File: src/rtl/cfhe_pkg.sv
`timescale 1ns / 1ps
// ----------------------------------------------------------------------------
// cfhe_pkg: shared types and constants
// Field widths, register indexes, phase and controller state codes, and the
// command and status bundles between controller and datapath.
// ----------------------------------------------------------------------------
package cfhe_pkg;

  localparam int CurW    = 21;
  localparam int StepW   = 16;
  localparam int TimeW   = 32;
  localparam int SocW    = 14;
  localparam int CapW    = 32;
  localparam int HealthW = 14;
  localparam int CntW    = 32;
  localparam int AccW    = 64;
  localparam int ProdW   = CurW + StepW;
  localparam int NomW    = 20;
  localparam int RestW   = 16;
  // 360 times the largest 14-bit rise needs 23 bits
  localparam int DenW    = 23;
  localparam int CfgIdxW = 2;
  localparam int CfgDatW = 32;
  localparam int Div2NumW = 34;

  localparam logic [HealthW-1:0] HealthMax = 14'd10000;
  localparam logic [DenW-1:0]    SocScale  = 23'd360;
  localparam logic [HealthW-1:0] HealthScale = 14'd10000;

  // Configuration reset values
  localparam logic [RestW-1:0]  RestCurRst = 16'd100;
  localparam logic [31:0]       MinRestRst = 32'd1800000;
  localparam logic [SocW-1:0]   MinRiseRst = 14'd2000;
  localparam logic [NomW-1:0]   NomCapRst  = 20'd2500;

  // Configuration register indexes
  localparam logic [CfgIdxW-1:0] CFG_REST_CUR = 2'd0;
  localparam logic [CfgIdxW-1:0] CFG_MIN_REST = 2'd1;
  localparam logic [CfgIdxW-1:0] CFG_MIN_RISE = 2'd2;
  localparam logic [CfgIdxW-1:0] CFG_NOM_CAP  = 2'd3;

  typedef enum logic [1:0] {
    PH_SEEK   = 2'd0,
    PH_REST   = 2'd1,
    PH_ACTIVE = 2'd2
  } phase_t;

  typedef enum logic [3:0] {
    S_IDLE, S_MUL, S_APPLY, S_DIV1, S_CAP, S_HMUL, S_DIV2S, S_DIV2, S_OUT
  } state_t;

  typedef struct packed {
    logic load;
    logic mul;
    logic apply;
    logic div1_start;
    logic cap;
    logic hmul;
    logic div2_start;
    logic health_div;
    logic out_load;
  } cmd_t;

  typedef struct packed {
    logic est_go;
    logic div_done;
    logic need_div2;
    logic out_free;
  } stat_t;

endpackage

File: src/rtl/cfhe_if.sv
`timescale 1ns / 1ps
// ----------------------------------------------------------------------------
// cfhe_in_if / cfhe_out_if: sample and result channels
// Valid/ready channels carrying one battery sample or one estimator result.
// ----------------------------------------------------------------------------
interface cfhe_in_if;
  logic                                valid;
  logic                                ready;
  logic signed [cfhe_pkg::CurW-1:0]    current_ma;
  logic        [cfhe_pkg::StepW-1:0]   step_ms;
  logic        [cfhe_pkg::TimeW-1:0]   time_s;
  logic        [cfhe_pkg::SocW-1:0]    soc_centipct;
  modport source (output valid, current_ma, step_ms, time_s, soc_centipct, input ready);
  modport sink   (input valid, current_ma, step_ms, time_s, soc_centipct, output ready);
endinterface

interface cfhe_out_if;
  logic                                valid;
  logic                                ready;
  logic        [1:0]                   phase;
  logic                                updated;
  logic                                health_valid;
  logic        [cfhe_pkg::HealthW-1:0] health_centipct;
  logic signed [cfhe_pkg::CapW-1:0]    capacity_mah;
  logic        [cfhe_pkg::TimeW-1:0]   update_time;
  logic        [cfhe_pkg::CntW-1:0]    update_count;
  modport source (output valid, phase, updated, health_valid, health_centipct,
                  capacity_mah, update_time, update_count, input ready);
  modport sink   (input valid, phase, updated, health_valid, health_centipct,
                  capacity_mah, update_time, update_count, output ready);
endinterface

File: src/rtl/cfhe_div.sv
`timescale 1ns / 1ps
// ----------------------------------------------------------------------------
// cfhe_div: shared unsigned restoring divider
// One quotient bit per cycle; the low iters bits of quo hold the quotient.
// ----------------------------------------------------------------------------
module cfhe_div #(
  parameter int NumW = cfhe_pkg::AccW,
  parameter int DenW = cfhe_pkg::DenW
) (
  input  logic                        clk,
  input  logic                        rst_n,
  input  logic                        start,
  input  logic [NumW-1:0]             num,
  input  logic [DenW-1:0]             den,
  input  logic [$clog2(NumW+1)-1:0]   iters,
  output logic                        done,
  output logic [NumW-1:0]             quo
);
  localparam int IterW = $clog2(NumW+1);

  logic [NumW-1:0]  num_r, num_nxt;
  logic [DenW-1:0]  den_r;
  logic [DenW-1:0]  rem_r, rem_nxt;
  logic [IterW-1:0] cnt_r;
  logic             busy_r, done_r;
  logic [DenW:0]    shifted, diff;
  logic             ge;

  // One restoring step
  always_comb begin
    shifted = {rem_r, num_r[NumW-1]};
    diff    = shifted - {1'b0, den_r};
    ge      = shifted >= {1'b0, den_r};
    rem_nxt = ge ? diff[DenW-1:0] : shifted[DenW-1:0];
    num_nxt = {num_r[NumW-2:0], ge};
  end

  // Advance the iteration
  always_ff @(posedge clk) begin
    if (!rst_n) begin
      busy_r <= 1'b0;
      done_r <= 1'b0;
      cnt_r  <= '0;
    end else begin
      done_r <= 1'b0;
      if (start) begin
        busy_r <= 1'b1;
        cnt_r  <= iters;
        num_r  <= num;
        den_r  <= den;
        rem_r  <= '0;
      end else if (busy_r) begin
        num_r <= num_nxt;
        rem_r <= rem_nxt;
        cnt_r <= cnt_r - 1'b1;
        if (cnt_r == IterW'(1)) begin
          busy_r <= 1'b0;
          done_r <= 1'b1;
        end
      end
    end
  end

  assign done = done_r;
  assign quo  = num_r;

endmodule

File: src/rtl/cfhe_ctrl.sv
`timescale 1ns / 1ps
// ----------------------------------------------------------------------------
// cfhe_ctrl: sequencing state machine
// Walks one item through multiply, apply, the divisions it needs and output.
// ----------------------------------------------------------------------------
module cfhe_ctrl (
  input  logic             clk,
  input  logic             rst_n,
  input  logic             in_valid,
  output logic             in_ready,
  input  cfhe_pkg::stat_t  stat,
  output cfhe_pkg::cmd_t   cmd
);
  cfhe_pkg::state_t state_r, state_nxt;

  // Next state
  always_comb begin
    state_nxt = state_r;
    case (state_r)
      cfhe_pkg::S_IDLE:  if (in_valid) state_nxt = cfhe_pkg::S_MUL;
      cfhe_pkg::S_MUL:   state_nxt = cfhe_pkg::S_APPLY;
      cfhe_pkg::S_APPLY: state_nxt = stat.est_go ? cfhe_pkg::S_DIV1 : cfhe_pkg::S_OUT;
      cfhe_pkg::S_DIV1:  if (stat.div_done) state_nxt = cfhe_pkg::S_CAP;
      cfhe_pkg::S_CAP:   state_nxt = cfhe_pkg::S_HMUL;
      cfhe_pkg::S_HMUL:  state_nxt = stat.need_div2 ? cfhe_pkg::S_DIV2S : cfhe_pkg::S_OUT;
      cfhe_pkg::S_DIV2S: state_nxt = cfhe_pkg::S_DIV2;
      cfhe_pkg::S_DIV2:  if (stat.div_done) state_nxt = cfhe_pkg::S_OUT;
      cfhe_pkg::S_OUT:   if (stat.out_free) state_nxt = cfhe_pkg::S_IDLE;
      default:           state_nxt = cfhe_pkg::S_IDLE;
    endcase
  end

  // Commands
  always_comb begin
    cmd      = '0;
    in_ready = 1'b0;
    case (state_r)
      cfhe_pkg::S_IDLE: begin
        in_ready = 1'b1;
        cmd.load = in_valid;
      end
      cfhe_pkg::S_MUL:   cmd.mul = 1'b1;
      cfhe_pkg::S_APPLY: begin
        cmd.apply      = 1'b1;
        cmd.div1_start = stat.est_go;
      end
      cfhe_pkg::S_DIV1:  ;
      cfhe_pkg::S_CAP:   cmd.cap = 1'b1;
      cfhe_pkg::S_HMUL:  cmd.hmul = 1'b1;
      cfhe_pkg::S_DIV2S: cmd.div2_start = 1'b1;
      cfhe_pkg::S_DIV2:  cmd.health_div = stat.div_done;
      cfhe_pkg::S_OUT:   cmd.out_load = stat.out_free;
      default:           ;
    endcase
  end

  always_ff @(posedge clk) begin
    if (!rst_n) begin
      state_r <= cfhe_pkg::S_IDLE;
    end else begin
      state_r <= state_nxt;
    end
  end

endmodule

File: src/rtl/cfhe_dp.sv
`timescale 1ns / 1ps
// ----------------------------------------------------------------------------
// cfhe_dp: estimator datapath
// Configuration, rest tracking, charge integral, divider and result register.
// ----------------------------------------------------------------------------
module cfhe_dp (
  input  logic                                 clk,
  input  logic                                 rst_n,
  input  cfhe_pkg::cmd_t                       cmd,
  output cfhe_pkg::stat_t                      stat,
  input  logic                                 cfg_we,
  input  logic [cfhe_pkg::CfgIdxW-1:0]         cfg_index,
  input  logic [cfhe_pkg::CfgDatW-1:0]         cfg_wdata,
  input  logic signed [cfhe_pkg::CurW-1:0]     in_cur,
  input  logic [cfhe_pkg::StepW-1:0]           in_step,
  input  logic [cfhe_pkg::TimeW-1:0]           in_time,
  input  logic [cfhe_pkg::SocW-1:0]            in_soc,
  input  logic                                 out_ready,
  output logic                                 out_valid,
  output logic [1:0]                           out_phase,
  output logic                                 out_updated,
  output logic                                 out_health_valid,
  output logic [cfhe_pkg::HealthW-1:0]         out_health,
  output logic signed [cfhe_pkg::CapW-1:0]     out_capacity,
  output logic [cfhe_pkg::TimeW-1:0]           out_time,
  output logic [cfhe_pkg::CntW-1:0]            out_count
);
  localparam int AccW  = cfhe_pkg::AccW;
  localparam int IterW = $clog2(AccW+1);

  // Configuration registers
  logic [cfhe_pkg::RestW-1:0] rest_cur_r;
  logic [31:0]                min_rest_r;
  logic [cfhe_pkg::SocW-1:0]  min_rise_r;
  logic [cfhe_pkg::NomW-1:0]  nom_cap_r;

  // Item registers
  logic signed [cfhe_pkg::CurW-1:0]  cur_r;
  logic [cfhe_pkg::StepW-1:0]        step_r;
  logic [cfhe_pkg::TimeW-1:0]        time_r;
  logic [cfhe_pkg::SocW-1:0]         soc_r;
  logic signed [cfhe_pkg::ProdW-1:0] prod_r;

  // Estimator state
  cfhe_pkg::phase_t                  phase_r;
  logic [31:0]                       timer_r;
  logic [cfhe_pkg::SocW-1:0]         rest_soc_r;
  logic signed [AccW-1:0]            acc_r;
  logic signed [cfhe_pkg::CapW-1:0]  cap_r;
  logic [cfhe_pkg::HealthW-1:0]      health_r;
  logic [cfhe_pkg::TimeW-1:0]        upd_time_r;
  logic [cfhe_pkg::CntW-1:0]         count_r;
  logic                              seen_r;
  logic                              upd_r;
  logic                              neg_r;
  logic                              need_div2_r;
  logic [cfhe_pkg::Div2NumW-1:0]     hprod_r;

  // Result register
  logic                              ov_r;
  logic [1:0]                        o_phase_r;
  logic                              o_upd_r, o_seen_r;
  logic [cfhe_pkg::HealthW-1:0]      o_health_r;
  logic signed [cfhe_pkg::CapW-1:0]  o_cap_r;
  logic [cfhe_pkg::TimeW-1:0]        o_time_r;
  logic [cfhe_pkg::CntW-1:0]         o_count_r;

  // Per-item decode
  logic [cfhe_pkg::CurW-1:0]         mag;
  logic                              at_rest;
  logic [32:0]                       tsum;
  logic [31:0]                       tnew;
  logic                              confirm;
  logic signed [cfhe_pkg::SocW:0]    rise;
  logic                              rise_ok;
  logic [AccW:0]                     acc_sum;
  logic signed [AccW-1:0]            acc_add;
  logic [cfhe_pkg::DenW-1:0]         den1;
  logic [AccW-1:0]                   acc_mag;
  logic signed [cfhe_pkg::CapW-1:0]  q_sat;
  logic                              div_start, div_done;
  logic [AccW-1:0]                   div_num, quo;
  logic [cfhe_pkg::DenW-1:0]         div_den;
  logic [IterW-1:0]                  div_iters;

  always_comb begin
    mag     = cur_r[cfhe_pkg::CurW-1] ? cfhe_pkg::CurW'(-cur_r) : cfhe_pkg::CurW'(cur_r);
    at_rest = mag < cfhe_pkg::CurW'(rest_cur_r);
    tsum    = {1'b0, timer_r} + 33'(step_r);
    tnew    = tsum[32] ? 32'hFFFF_FFFF : tsum[31:0];
    confirm = at_rest && (timer_r < min_rest_r) && (tnew >= min_rest_r);
    rise    = $signed({1'b0, soc_r}) - $signed({1'b0, rest_soc_r});
    rise_ok = (rise > 0) && (rise >= $signed({1'b0, min_rise_r}));
    // Saturating charge add
    acc_sum = {acc_r[AccW-1], acc_r} + (AccW+1)'(prod_r);
    if (acc_sum[AccW] != acc_sum[AccW-1]) begin
      acc_add = acc_sum[AccW] ? {1'b1, {(AccW-1){1'b0}}} : {1'b0, {(AccW-1){1'b1}}};
    end else begin
      acc_add = acc_sum[AccW-1:0];
    end
    den1    = cfhe_pkg::DenW'(rise[cfhe_pkg::SocW-1:0]) * cfhe_pkg::SocScale;
    acc_mag = acc_r[AccW-1] ? AccW'(-acc_r) : AccW'(acc_r);
    // Saturate the quotient to 32-bit signed
    if (!neg_r) begin
      q_sat = (quo > AccW'(32'h7FFF_FFFF)) ? 32'sh7FFF_FFFF : $signed(quo[31:0]);
    end else begin
      q_sat = (quo > AccW'(33'h1_0000_0000 >> 1)) ? 32'sh8000_0000 : -$signed(quo[31:0]);
    end
  end

  assign stat.est_go    = (phase_r == cfhe_pkg::PH_ACTIVE) && confirm && rise_ok;
  assign stat.div_done  = div_done;
  assign stat.need_div2 = need_div2_r;
  assign stat.out_free  = !ov_r || out_ready;

  // Shared divider operand select
  assign div_start = cmd.div1_start || cmd.div2_start;
  always_comb begin
    if (cmd.div2_start) begin
      div_num   = {hprod_r, (AccW-cfhe_pkg::Div2NumW)'(0)};
      div_den   = cfhe_pkg::DenW'(nom_cap_r);
      div_iters = IterW'(cfhe_pkg::Div2NumW);
    end else begin
      div_num   = acc_mag;
      div_den   = den1;
      div_iters = IterW'(AccW);
    end
  end

  cfhe_div #(.NumW(AccW), .DenW(cfhe_pkg::DenW)) u_div (
    .clk   (clk),
    .rst_n (rst_n),
    .start (div_start),
    .num   (div_num),
    .den   (div_den),
    .iters (div_iters),
    .done  (div_done),
    .quo   (quo)
  );

  // Configuration writes
  always_ff @(posedge clk) begin
    if (!rst_n) begin
      rest_cur_r <= cfhe_pkg::RestCurRst;
      min_rest_r <= cfhe_pkg::MinRestRst;
      min_rise_r <= cfhe_pkg::MinRiseRst;
      nom_cap_r  <= cfhe_pkg::NomCapRst;
    end else if (cfg_we) begin
      case (cfg_index)
        cfhe_pkg::CFG_REST_CUR: rest_cur_r <= cfg_wdata[cfhe_pkg::RestW-1:0];
        cfhe_pkg::CFG_MIN_REST: min_rest_r <= cfg_wdata;
        cfhe_pkg::CFG_MIN_RISE: min_rise_r <= cfg_wdata[cfhe_pkg::SocW-1:0];
        cfhe_pkg::CFG_NOM_CAP:  nom_cap_r  <= cfg_wdata[cfhe_pkg::NomW-1:0];
        default: ;
      endcase
    end
  end

  // Capture item and form the charge product
  always_ff @(posedge clk) begin
    if (cmd.load) begin
      cur_r  <= in_cur;
      step_r <= in_step;
      time_r <= in_time;
      soc_r  <= in_soc;
    end
    if (cmd.mul) begin
      prod_r <= cfhe_pkg::ProdW'(cur_r) * $signed({1'b0, step_r});
    end
    if (cmd.div1_start) begin
      neg_r <= acc_r[AccW-1];
    end
    if (cmd.hmul) begin
      hprod_r <= cfhe_pkg::Div2NumW'(cap_r[cfhe_pkg::NomW-1:0]) *
                 cfhe_pkg::Div2NumW'(cfhe_pkg::HealthScale);
    end
  end

  // Estimator state update
  always_ff @(posedge clk) begin
    if (!rst_n) begin
      phase_r     <= cfhe_pkg::PH_SEEK;
      timer_r     <= '0;
      rest_soc_r  <= '0;
      acc_r       <= '0;
      cap_r       <= '0;
      health_r    <= '0;
      upd_time_r  <= '0;
      count_r     <= '0;
      seen_r      <= 1'b0;
      upd_r       <= 1'b0;
      need_div2_r <= 1'b0;
    end else begin
      if (cmd.apply) begin
        timer_r <= at_rest ? tnew : 32'd0;
        upd_r   <= stat.est_go;
        case (phase_r)
          cfhe_pkg::PH_SEEK: begin
            if (confirm) begin
              rest_soc_r <= soc_r;
              phase_r    <= cfhe_pkg::PH_REST;
            end
          end
          cfhe_pkg::PH_REST: begin
            if (!at_rest) begin
              acc_r   <= '0;
              phase_r <= cfhe_pkg::PH_ACTIVE;
            end
          end
          cfhe_pkg::PH_ACTIVE: begin
            if (confirm) begin
              rest_soc_r <= soc_r;
              phase_r    <= cfhe_pkg::PH_REST;
            end else if (!at_rest) begin
              acc_r <= acc_add;
            end
          end
          default: ;
        endcase
      end
      // Latch capacity; settle health unless it needs the second division
      if (cmd.cap) begin
        cap_r       <= q_sat;
        upd_time_r  <= time_r;
        count_r     <= count_r + 1'b1;
        seen_r      <= 1'b1;
        need_div2_r <= 1'b0;
        if (q_sat <= 0) begin
          health_r <= '0;
        end else if (q_sat >= $signed({12'd0, nom_cap_r})) begin
          health_r <= cfhe_pkg::HealthMax;
        end else begin
          need_div2_r <= 1'b1;
        end
      end
      if (cmd.health_div) begin
        health_r <= quo[cfhe_pkg::HealthW-1:0];
      end
    end
  end

  // Result register: hold until taken
  always_ff @(posedge clk) begin
    if (!rst_n) begin
      ov_r <= 1'b0;
    end else if (cmd.out_load) begin
      ov_r <= 1'b1;
    end else if (out_ready) begin
      ov_r <= 1'b0;
    end
  end

  always_ff @(posedge clk) begin
    if (cmd.out_load) begin
      o_phase_r  <= phase_r;
      o_upd_r    <= upd_r;
      o_seen_r   <= seen_r;
      o_health_r <= health_r;
      o_cap_r    <= cap_r;
      o_time_r   <= upd_time_r;
      o_count_r  <= count_r;
    end
  end

  assign out_valid        = ov_r;
  assign out_phase        = o_phase_r;
  assign out_updated      = o_upd_r;
  assign out_health_valid = o_seen_r;
  assign out_health       = o_health_r;
  assign out_capacity     = o_cap_r;
  assign out_time         = o_time_r;
  assign out_count        = o_count_r;

`ifndef ASSERT_OFF
  a_upd_seen: assert property (@(posedge clk) disable iff (!rst_n)
    (ov_r && o_upd_r) |-> o_seen_r)
    else $error("estimate flagged without health_valid");
  a_health_range: assert property (@(posedge clk) disable iff (!rst_n)
    ov_r |-> (o_health_r <= cfhe_pkg::HealthMax))
    else $error("health above full scale");
  a_cap_after_div: assert property (@(posedge clk) disable iff (!rst_n)
    cmd.cap |-> $past(div_done))
    else $error("capacity latched without divider result");
  a_health_div: assert property (@(posedge clk) disable iff (!rst_n)
    cmd.health_div |-> need_div2_r)
    else $error("health division without need");
`endif

endmodule

File: src/rtl/capacity_fade_health_estimator_top.sv
`timescale 1ns / 1ps
// ----------------------------------------------------------------------------
// capacity_fade_health_estimator_top: coulomb-counting health estimator
// Tracks rest and activity per battery sample and estimates capacity and
// state of health when a rest is confirmed after a charge window.
//
//   channel   dir  handshake          payload
//   in_ch     in   valid/ready        current_ma, step_ms, time_s, soc_centipct
//   out_ch    out  valid/ready        phase, updated, health_valid, health,
//                                     capacity, update_time, update_count
//   cfg_*     in   write enable       cfg_index, cfg_wdata
//
// An item passes through load, multiply and apply; when an estimate is
// made it also runs the 64-step capacity division, and a 34-step health
// division when health needs its own; both share one bit-per-cycle divider.
// Reset is synchronous on rst_n and restores the register defaults.
// A held result stalls the block only at its hand-off; the next item is
// accepted while the previous result waits.
// ----------------------------------------------------------------------------
module capacity_fade_health_estimator_top (
  input  logic                          clk,
  input  logic                          rst_n,
  cfhe_in_if.sink                       in_ch,
  cfhe_out_if.source                    out_ch,
  input  logic                          cfg_we,
  input  logic [cfhe_pkg::CfgIdxW-1:0]  cfg_index,
  input  logic [cfhe_pkg::CfgDatW-1:0]  cfg_wdata
);
  cfhe_pkg::cmd_t  cmd;
  cfhe_pkg::stat_t stat;

  cfhe_ctrl u_ctrl (
    .clk      (clk),
    .rst_n    (rst_n),
    .in_valid (in_ch.valid),
    .in_ready (in_ch.ready),
    .stat     (stat),
    .cmd      (cmd)
  );

  cfhe_dp u_dp (
    .clk              (clk),
    .rst_n            (rst_n),
    .cmd              (cmd),
    .stat             (stat),
    .cfg_we           (cfg_we),
    .cfg_index        (cfg_index),
    .cfg_wdata        (cfg_wdata),
    .in_cur           (in_ch.current_ma),
    .in_step          (in_ch.step_ms),
    .in_time          (in_ch.time_s),
    .in_soc           (in_ch.soc_centipct),
    .out_ready        (out_ch.ready),
    .out_valid        (out_ch.valid),
    .out_phase        (out_ch.phase),
    .out_updated      (out_ch.updated),
    .out_health_valid (out_ch.health_valid),
    .out_health       (out_ch.health_centipct),
    .out_capacity     (out_ch.capacity_mah),
    .out_time         (out_ch.update_time),
    .out_count        (out_ch.update_count)
  );

endmodule
File: src/flat_wrapper.sv
// flat-port wrapper written by rule: the top's interface ports become plain ports
module capacity_fade_health_estimator_top_flat 
  (clk, rst_n, cfg_we, cfg_index, cfg_wdata, in_ch_valid, in_ch_current_ma, in_ch_step_ms, in_ch_time_s, in_ch_soc_centipct, in_ch_ready, out_ch_valid, out_ch_phase, out_ch_updated, out_ch_health_valid, out_ch_health_centipct, out_ch_capacity_mah, out_ch_update_time, out_ch_update_count, out_ch_ready);
  cfhe_in_if in_ch_i ();
  cfhe_out_if out_ch_i ();
  input  logic clk;
  input  logic rst_n;
  input  logic cfg_we;
  input  logic [cfhe_pkg::CfgIdxW-1:0] cfg_index;
  input  logic [cfhe_pkg::CfgDatW-1:0] cfg_wdata;
  input wire logic [$bits(in_ch_i.valid)-1:0] in_ch_valid;
  input wire logic [$bits(in_ch_i.current_ma)-1:0] in_ch_current_ma;
  input wire logic [$bits(in_ch_i.step_ms)-1:0] in_ch_step_ms;
  input wire logic [$bits(in_ch_i.time_s)-1:0] in_ch_time_s;
  input wire logic [$bits(in_ch_i.soc_centipct)-1:0] in_ch_soc_centipct;
  output wire logic [$bits(in_ch_i.ready)-1:0] in_ch_ready;
  output wire logic [$bits(out_ch_i.valid)-1:0] out_ch_valid;
  output wire logic [$bits(out_ch_i.phase)-1:0] out_ch_phase;
  output wire logic [$bits(out_ch_i.updated)-1:0] out_ch_updated;
  output wire logic [$bits(out_ch_i.health_valid)-1:0] out_ch_health_valid;
  output wire logic [$bits(out_ch_i.health_centipct)-1:0] out_ch_health_centipct;
  output wire logic [$bits(out_ch_i.capacity_mah)-1:0] out_ch_capacity_mah;
  output wire logic [$bits(out_ch_i.update_time)-1:0] out_ch_update_time;
  output wire logic [$bits(out_ch_i.update_count)-1:0] out_ch_update_count;
  input wire logic [$bits(out_ch_i.ready)-1:0] out_ch_ready;
  assign in_ch_i.valid = in_ch_valid;
  assign in_ch_i.current_ma = in_ch_current_ma;
  assign in_ch_i.step_ms = in_ch_step_ms;
  assign in_ch_i.time_s = in_ch_time_s;
  assign in_ch_i.soc_centipct = in_ch_soc_centipct;
  assign in_ch_ready = in_ch_i.ready;
  assign out_ch_valid = out_ch_i.valid;
  assign out_ch_phase = out_ch_i.phase;
  assign out_ch_updated = out_ch_i.updated;
  assign out_ch_health_valid = out_ch_i.health_valid;
  assign out_ch_health_centipct = out_ch_i.health_centipct;
  assign out_ch_capacity_mah = out_ch_i.capacity_mah;
  assign out_ch_update_time = out_ch_i.update_time;
  assign out_ch_update_count = out_ch_i.update_count;
  assign out_ch_i.ready = out_ch_ready;
  capacity_fade_health_estimator_top u_core (.clk(clk), .rst_n(rst_n), .in_ch(in_ch_i), .out_ch(out_ch_i), .cfg_we(cfg_we), .cfg_index(cfg_index), .cfg_wdata(cfg_wdata));
endmodule
File: config.mk
export PLATFORM = sky130hd
export DESIGN_NAME = capacity_fade_health_estimator_top_flat
export DESIGN_NICKNAME = d
export VERILOG_FILES = /design/src/rtl/cfhe_pkg.sv /design/src/rtl/cfhe_if.sv /design/src/rtl/cfhe_div.sv /design/src/rtl/cfhe_ctrl.sv /design/src/rtl/cfhe_dp.sv /design/src/rtl/capacity_fade_health_estimator_top.sv /design/src/flat_wrapper.sv
export SDC_FILE = /design/constraint.sdc
export NUM_CORES = 2
export LEC_CHECK = 0
export ABC_AREA = 1
export BUFFER_PORTS_ARGS = -buffer_cell sky130_fd_sc_hd__buf_2
export CAP_MARGIN = 20
export CORE_UTILIZATION = 58
export DETAILED_ROUTE_END_ITERATION = 6
export PLACE_DENSITY = 0.76
export SYNTH_ARGS = -nofsm -noshare
export SYNTH_HDL_FRONTEND = slang
export SYNTH_SLANG_ARGS = --single-unit
File: constraint.sdc
create_clock -name clk -period 13.6 [get_ports clk]
set_input_delay 2.72 -clock clk [delete_from_list [all_inputs] [get_ports clk]]
set_output_delay 2.72 -clock clk [all_outputs]
set_load 0.005 [all_outputs]
After elaboration in Yosys (flattened, before gate mapping)

Cells that the tools add are included.

Bits in registers: 696
Bits of input ports: 122
Logic and storage cells: 169

Add/subtract/negate cells: 9
Multiply operators: 3
Order comparisons: 10
Eq/ne operators: 23
Muxes and demuxes: 53
Bitwise gates (word level): 2
Reductions and logical operators: 30

Operators by type and width:

| operator                 | number |
|---|---|
| $mux W64                 | 9 |
| $mux W32                 | 5 |
| $pmux W64 S2             | 1 |
| $add A64 B37 Y65         | 1 |
| $gt A64 B31 Y1 const B   | 1 |
| $gt A64 B32 Y1 const B   | 1 |
| $neg A64 Y64             | 1 |
| $mux W14                 | 4 |
| $mux W23                 | 2 |
| $mul A21 B17 Y37         | 1 |
| $pmux W4 S9              | 1 |
| $add A32 B16 Y33         | 1 |
| $add A32 B1 Y32 const B  | 1 |
| $ge A32 B21 Y1           | 1 |
| $ge A32 B32 Y1           | 1 |
| $le A32 B1 Y1 const B    | 1 |
| $lt A32 B32 Y1           | 1 |
| $neg A32 Y32             | 1 |
| $mul A20 B10 Y30 const B | 1 |
| $ge A24 B23 Y1           | 1 |
| $mux W4                  | 6 |
| $sub A23 B23 Y23         | 1 |
| $lt A21 B16 Y1           | 1 |
| $mux W21                 | 1 |
| other kinds (35)         | 85 |

Depth between registers and ports, before layout

Word-level depth: 11
Depth in mapped cells: 34
Depth with buffers taken out: 32

Modules after synthesis

Synthesis repeated with hierarchy kept, for this count alone.

Cells, all modules: 7,399
Area, all modules: 57,461.4 um2

Modules (own cells, without submodules):

| module    | instances | cells an instance | area each (um2) |
|---|---|---|---|
| cfhe_dp   | 1         | 6,499             | 50,374.6 |
| cfhe_div  | 1         | 835               | 6,741.5 |
| cfhe_ctrl | 1         | 65                | 345.3 |

Worst setup path before layout

Ideal clock, no wire load.

Path kind: input to register
From: input out_ch_ready
To: register u_core.u_dp.o_cap_r (netlist bit u_core.u_dp.out_capacity[0]), enable pin
Library setup time: 870 ps
Arrival: 13,521 ps
Required time: 12,730 ps
Setup slack: -791 ps
Stages: 2
Buffers on the path: 0
Cell sequence: nor2_1 nor4_1

RTL lines:

| element              | line               | source |
|---|---|---|
| from (decl)          | flat_wrapper.sv:25 | `input wire logic [$bits(out_ch_i.ready)-1:0] out_ch_ready;` |
| to (signal assigned) | cfhe_dp.sv:259     | `o_cap_r <= cap_r;` |
| to (decl)            | cfhe_dp.sv:64      | `logic signed [cfhe_pkg::CapW-1:0] o_cap_r;` |

Final worst setup path

From: register u_core.u_dp.step_r[3] (netlist bit)
To: register u_core.u_dp.u_div.num_r[57], in the netlist u_core.u_dp.u_div.quo[57], enable pin

Cells in the longest elaborated chain, start to end: 10

RTL lines:

| element                             | line            | source |
|---|---|---|
| from (decl)                         | cfhe_dp.sv:39   | `logic [cfhe_pkg::StepW-1:0] step_r;` |
| from (signal assigned)              | cfhe_dp.sv:163  | `step_r <= in_step;` |
| $add A32 B16 Y33                    | cfhe_dp.sv:89   | `tsum = {1'b0, timer_r} + 33'(step_r);` |
| $mux W32                            | cfhe_dp.sv:90   | `tnew = tsum[32] ? 32'hFFFF_FFFF : tsum[31:0];` |
| $ge A32 B32 Y1                      | cfhe_dp.sv:91   | `confirm = at_rest && (timer_r < min_rest_r) && (tnew >= min_rest_r);` |
| $logic_and A1 B1 Y1                 | cfhe_dp.sv:91   |  |
| $logic_and A1 B1 Y1 (2 in a row)    | cfhe_dp.sv:111  | `assign stat.est_go = (phase_r == cfhe_pkg::PH_ACTIVE) && confirm && rise_ok;` |
| $mux W2                             | cfhe_ctrl.sv:37 | `case (state_r)` |
| $logic_or A1 B1 Y1                  | cfhe_dp.sv:117  | `assign div_start = cmd.div1_start \|\| cmd.div2_start;` |
| $reduce_bool A2 Y1 (no source line) | n/a             |  |
| $reduce_and A2 Y1 (no source line)  | n/a             |  |
| to (signal assigned)                | cfhe_div.sv:49  | `num_r <= num;` |
| to (signal assigned)                | cfhe_div.sv:53  | `num_r <= num_nxt;` |
| to (decl)                           | cfhe_div.sv:21  | `logic [NumW-1:0] num_r, num_nxt;` |

Every way passes these cells.
A chain may end at the register's enable or synchronous reset.

==> summary.txt <==
Route
  – DR pass1 iterations: 7
  – Via count: 46900
  – WL/cell: 18.2 um
  – Vias per std cell: 5.58
  – Drt drc: 10
  – Drt total wl: 153 mm
  – Iter 0 DRT Violations: 4311
  – Post-route ant nets: 0

Setup path
  – Critical Path Most Common Cell: nand3_1
  – CP arrival: 8.41 ns
  – Reg2reg path depth: 25
  – WP data required: 13.86 ns
  – Max stage delay cell, worst path: edfxtp_1
  – Worst Setup Start Kind: register
  – WP buf/inv: 4
  – Worst path max stage delay: 0.79 ns
  – Setup crit end kind: register
  – Critical path's top delay family: simple AND/OR/NAND/NOR gates
  – CP Depth: 25
  – Crit-path max FO: 64
  – Critical path class: reg -> reg

Timing
  – Slew Viols, Final: 0
  – Period utilisation layout: 0.600
  – Fmax: 0.123 GHz
  – Final Skew: 0.0360 ns
  – # setup viols final: 0
  – Slew @ Worst Pin: 1.17 ns
  – Fin. Hold Viols: 0
  – WHS: 0.428 ns
  – Post-layout minimum cycle time: 8.16 ns
  – RSZ-0062 raised after global routing: false
  – Slew HR: 0.223
  – Setup tns final: 0 ns

Global route
  – Vias in the first global route: 46400
  – Total GRT Usage: 0.309
  – GR Layer Usage met1: 0.418
  – Initial antenna violation count: 2
  – Met3 Usage GRT: 0.0485
  – Grt ovf: 0
  – First-pass GRT wire length: 243 mm
  – Largest net degree at the start of global routing: 91
  – GRT Max-Usage Layer: met2
  – Met2 Use GR: 0.505

Synth
  – Synth top cells by count: nand2_1 (1323), inv_1 (1276), nor2_1 (568), a21oi_1 (506), ha_1 (446)
  – Count leader, synth: nand2_1
  – Synth Register Bits: 696
  – Syn avg cell area: 8.21 um^2
  – Post-synth top area cell: edfxtp_1
  – Post-synth cell types: 79
  – Synth Instances: 6933
  – Ys Warns: 0
  – Net count after synthesis: 7904
  – Register area share after synthesis: 0.311
  – Synth top area cells: edfxtp_1 (20%), fa_1 (14%), dfxtp_1 (11%)
  – Synth Cell Area: 56900 um^2
  – Dominant synthesized flop cell: edfxtp_1
  – Post-synth EDFFs: 375
  – Top cell type's share of synthesized area: 0.198
  – Ys async rst share: 0

Final layout
  – Inserted Diodes: 0
  – Layout cells sized above 1: 0.0828
  – Area grow syn2layout: 7.89%
  – Final Instance Area: 61400 um^2
  – Final net count: 8035
  – Fillers: 8432
  – Post-layout util: 0.633

Clock network
  – Number of hold buffers added after cts: 0
  – Longest Clk Path Bufs: 3
  – TritonCTS Buffers: 78
  – CTS tree: done
  – CTS Sinks: 696
  – Post-CTS setup buffer count: 0
  – Cells resized by post-CTS repair: 0
  – CTS clock-pin slew for the worst setup and hold paths: 0.06 ns
  – Clock root buffer: clkbuf_16
  – Worst skew pair latency: 0.65 ns
  – H-tree levels: 3

Die
  – I/O pin count: 238
  – Die Wd: 315 um
  – Die footprint: 99400 um^2
  – Core ar.: 97000 um^2
  – Initial Util: 0.587
  – Chip Height: 315 um
  – Row count: 114

Outcome
  – Status: finished with violations
  – Failing checks: design-rule violations

Placed design
  – DP HPWL: 118 mm
  – Placed inst area: 58800 um^2
  – I/O Buffers: 237
  – Global placer's final weighted congestion: 0.989

Worst hold path
  – Hold depth: 0
  – Worst Hold Class: reg -> reg

Job
  – Max_cap viols: 0
-- worst reg2reg max path: cells and delay by family (launching register included) --
kind,cells,cell delay (ns)
flops,1,0.79
buf+inv,4,1.49
fa+ha+maj,2,0.70
compound gates,5,1.59
simple gates,14,3.15
-- layer usage --
layer / vias up / routed length (um)
met5: - / 13
met4: 2 / 4890
met3: 314 / 11900
met2: 1741 / 71100
met1: 22300 / 65100
li1: 22600 / -
-- layout by cell type (no fill, tap or decap), drive strengths merged, types with 4 or more instances in the layout --
cell type  Yosys  routed
a221oi         4       4
nand4         79      79
bufinv         0       4
clkinv         4      27
edfxtp       375     375
nor3          72      72
nand2       1345    1345
a21o          36      36
a31oi         36      36
o22ai         31      31
nor4          45      45
fa           403     403
a21oi        528     528
nor2         587     587
clkbuf       141     101
a22oi          6       6
o2111ai        5       5
o21ai        356     356
a21boi        10      10
dfxtp        321     321
nor3b          7       7
xor2         160     160
nand3b        15      15
ha           446     446
inv         1289    1297
o21a          17      17
a211oi        24      24
or2           24      24
clkinvlp       0       7
nand3        300     300
o21bai        24      24
o211ai        50      50
xnor2         90      90
buf           84     276
-- cell families after synthesis --
logic type,Yosys count,share of synthesized area
and+or+nand+nor,2480,0.187
buffers and inverters,1518,0.107
AOI/OAI and AO/OA,1139,0.116
adders and majority gates,849,0.240
DFF,696,0.311
xor gates and xnor gates,250,0.0388
muxes,1,0.000198
-- final timing paths --
path,start,slack [ns],to
worst max-delay path,u_core.u_dp.step_r[3]$_DFFE_PP_,5.44,u_core.u_dp.u_div.quo[57]$_DFFE_PP_
worst min-delay path,u_core.u_dp.cap_r[26]$_SDFFE_PN0P_,0.43,u_core.u_dp.out_capacity[26]$_DFFE_PP_
worst max register to register,u_core.u_dp.step_r[3]$_DFFE_PP_,5.44,u_core.u_dp.u_div.quo[57]$_DFFE_PP_
worst min register to register,u_core.u_dp.cap_r[26]$_SDFFE_PN0P_,0.43,u_core.u_dp.out_capacity[26]$_DFFE_PP_
-- layout make-up --
class,instances,area [um^2],share of cell area
well taps,1276,1600,0.0260
multi-input cells,4719,33200,0.541
repair buffers,276,1510,0.0247
clock buffers,101,2160,0.0352
flip-flops and latches,696,17700,0.288
inverters,1293,4860,0.0791
clock inverters,42,379,0.00618
-- stage by stage --
stage                     cells  worst slack [ns]
final                      8403              5.44
after detailed placement   8258              5.58
after floorplan            6933              3.18
after global placement     8258              5.71
after CTS                  8401              5.55
after global routing       8403              4.91
Power is left out: the tool's default activity adds up to more than one toggle a clock period on the data nets, which glitch-free logic cannot reach.
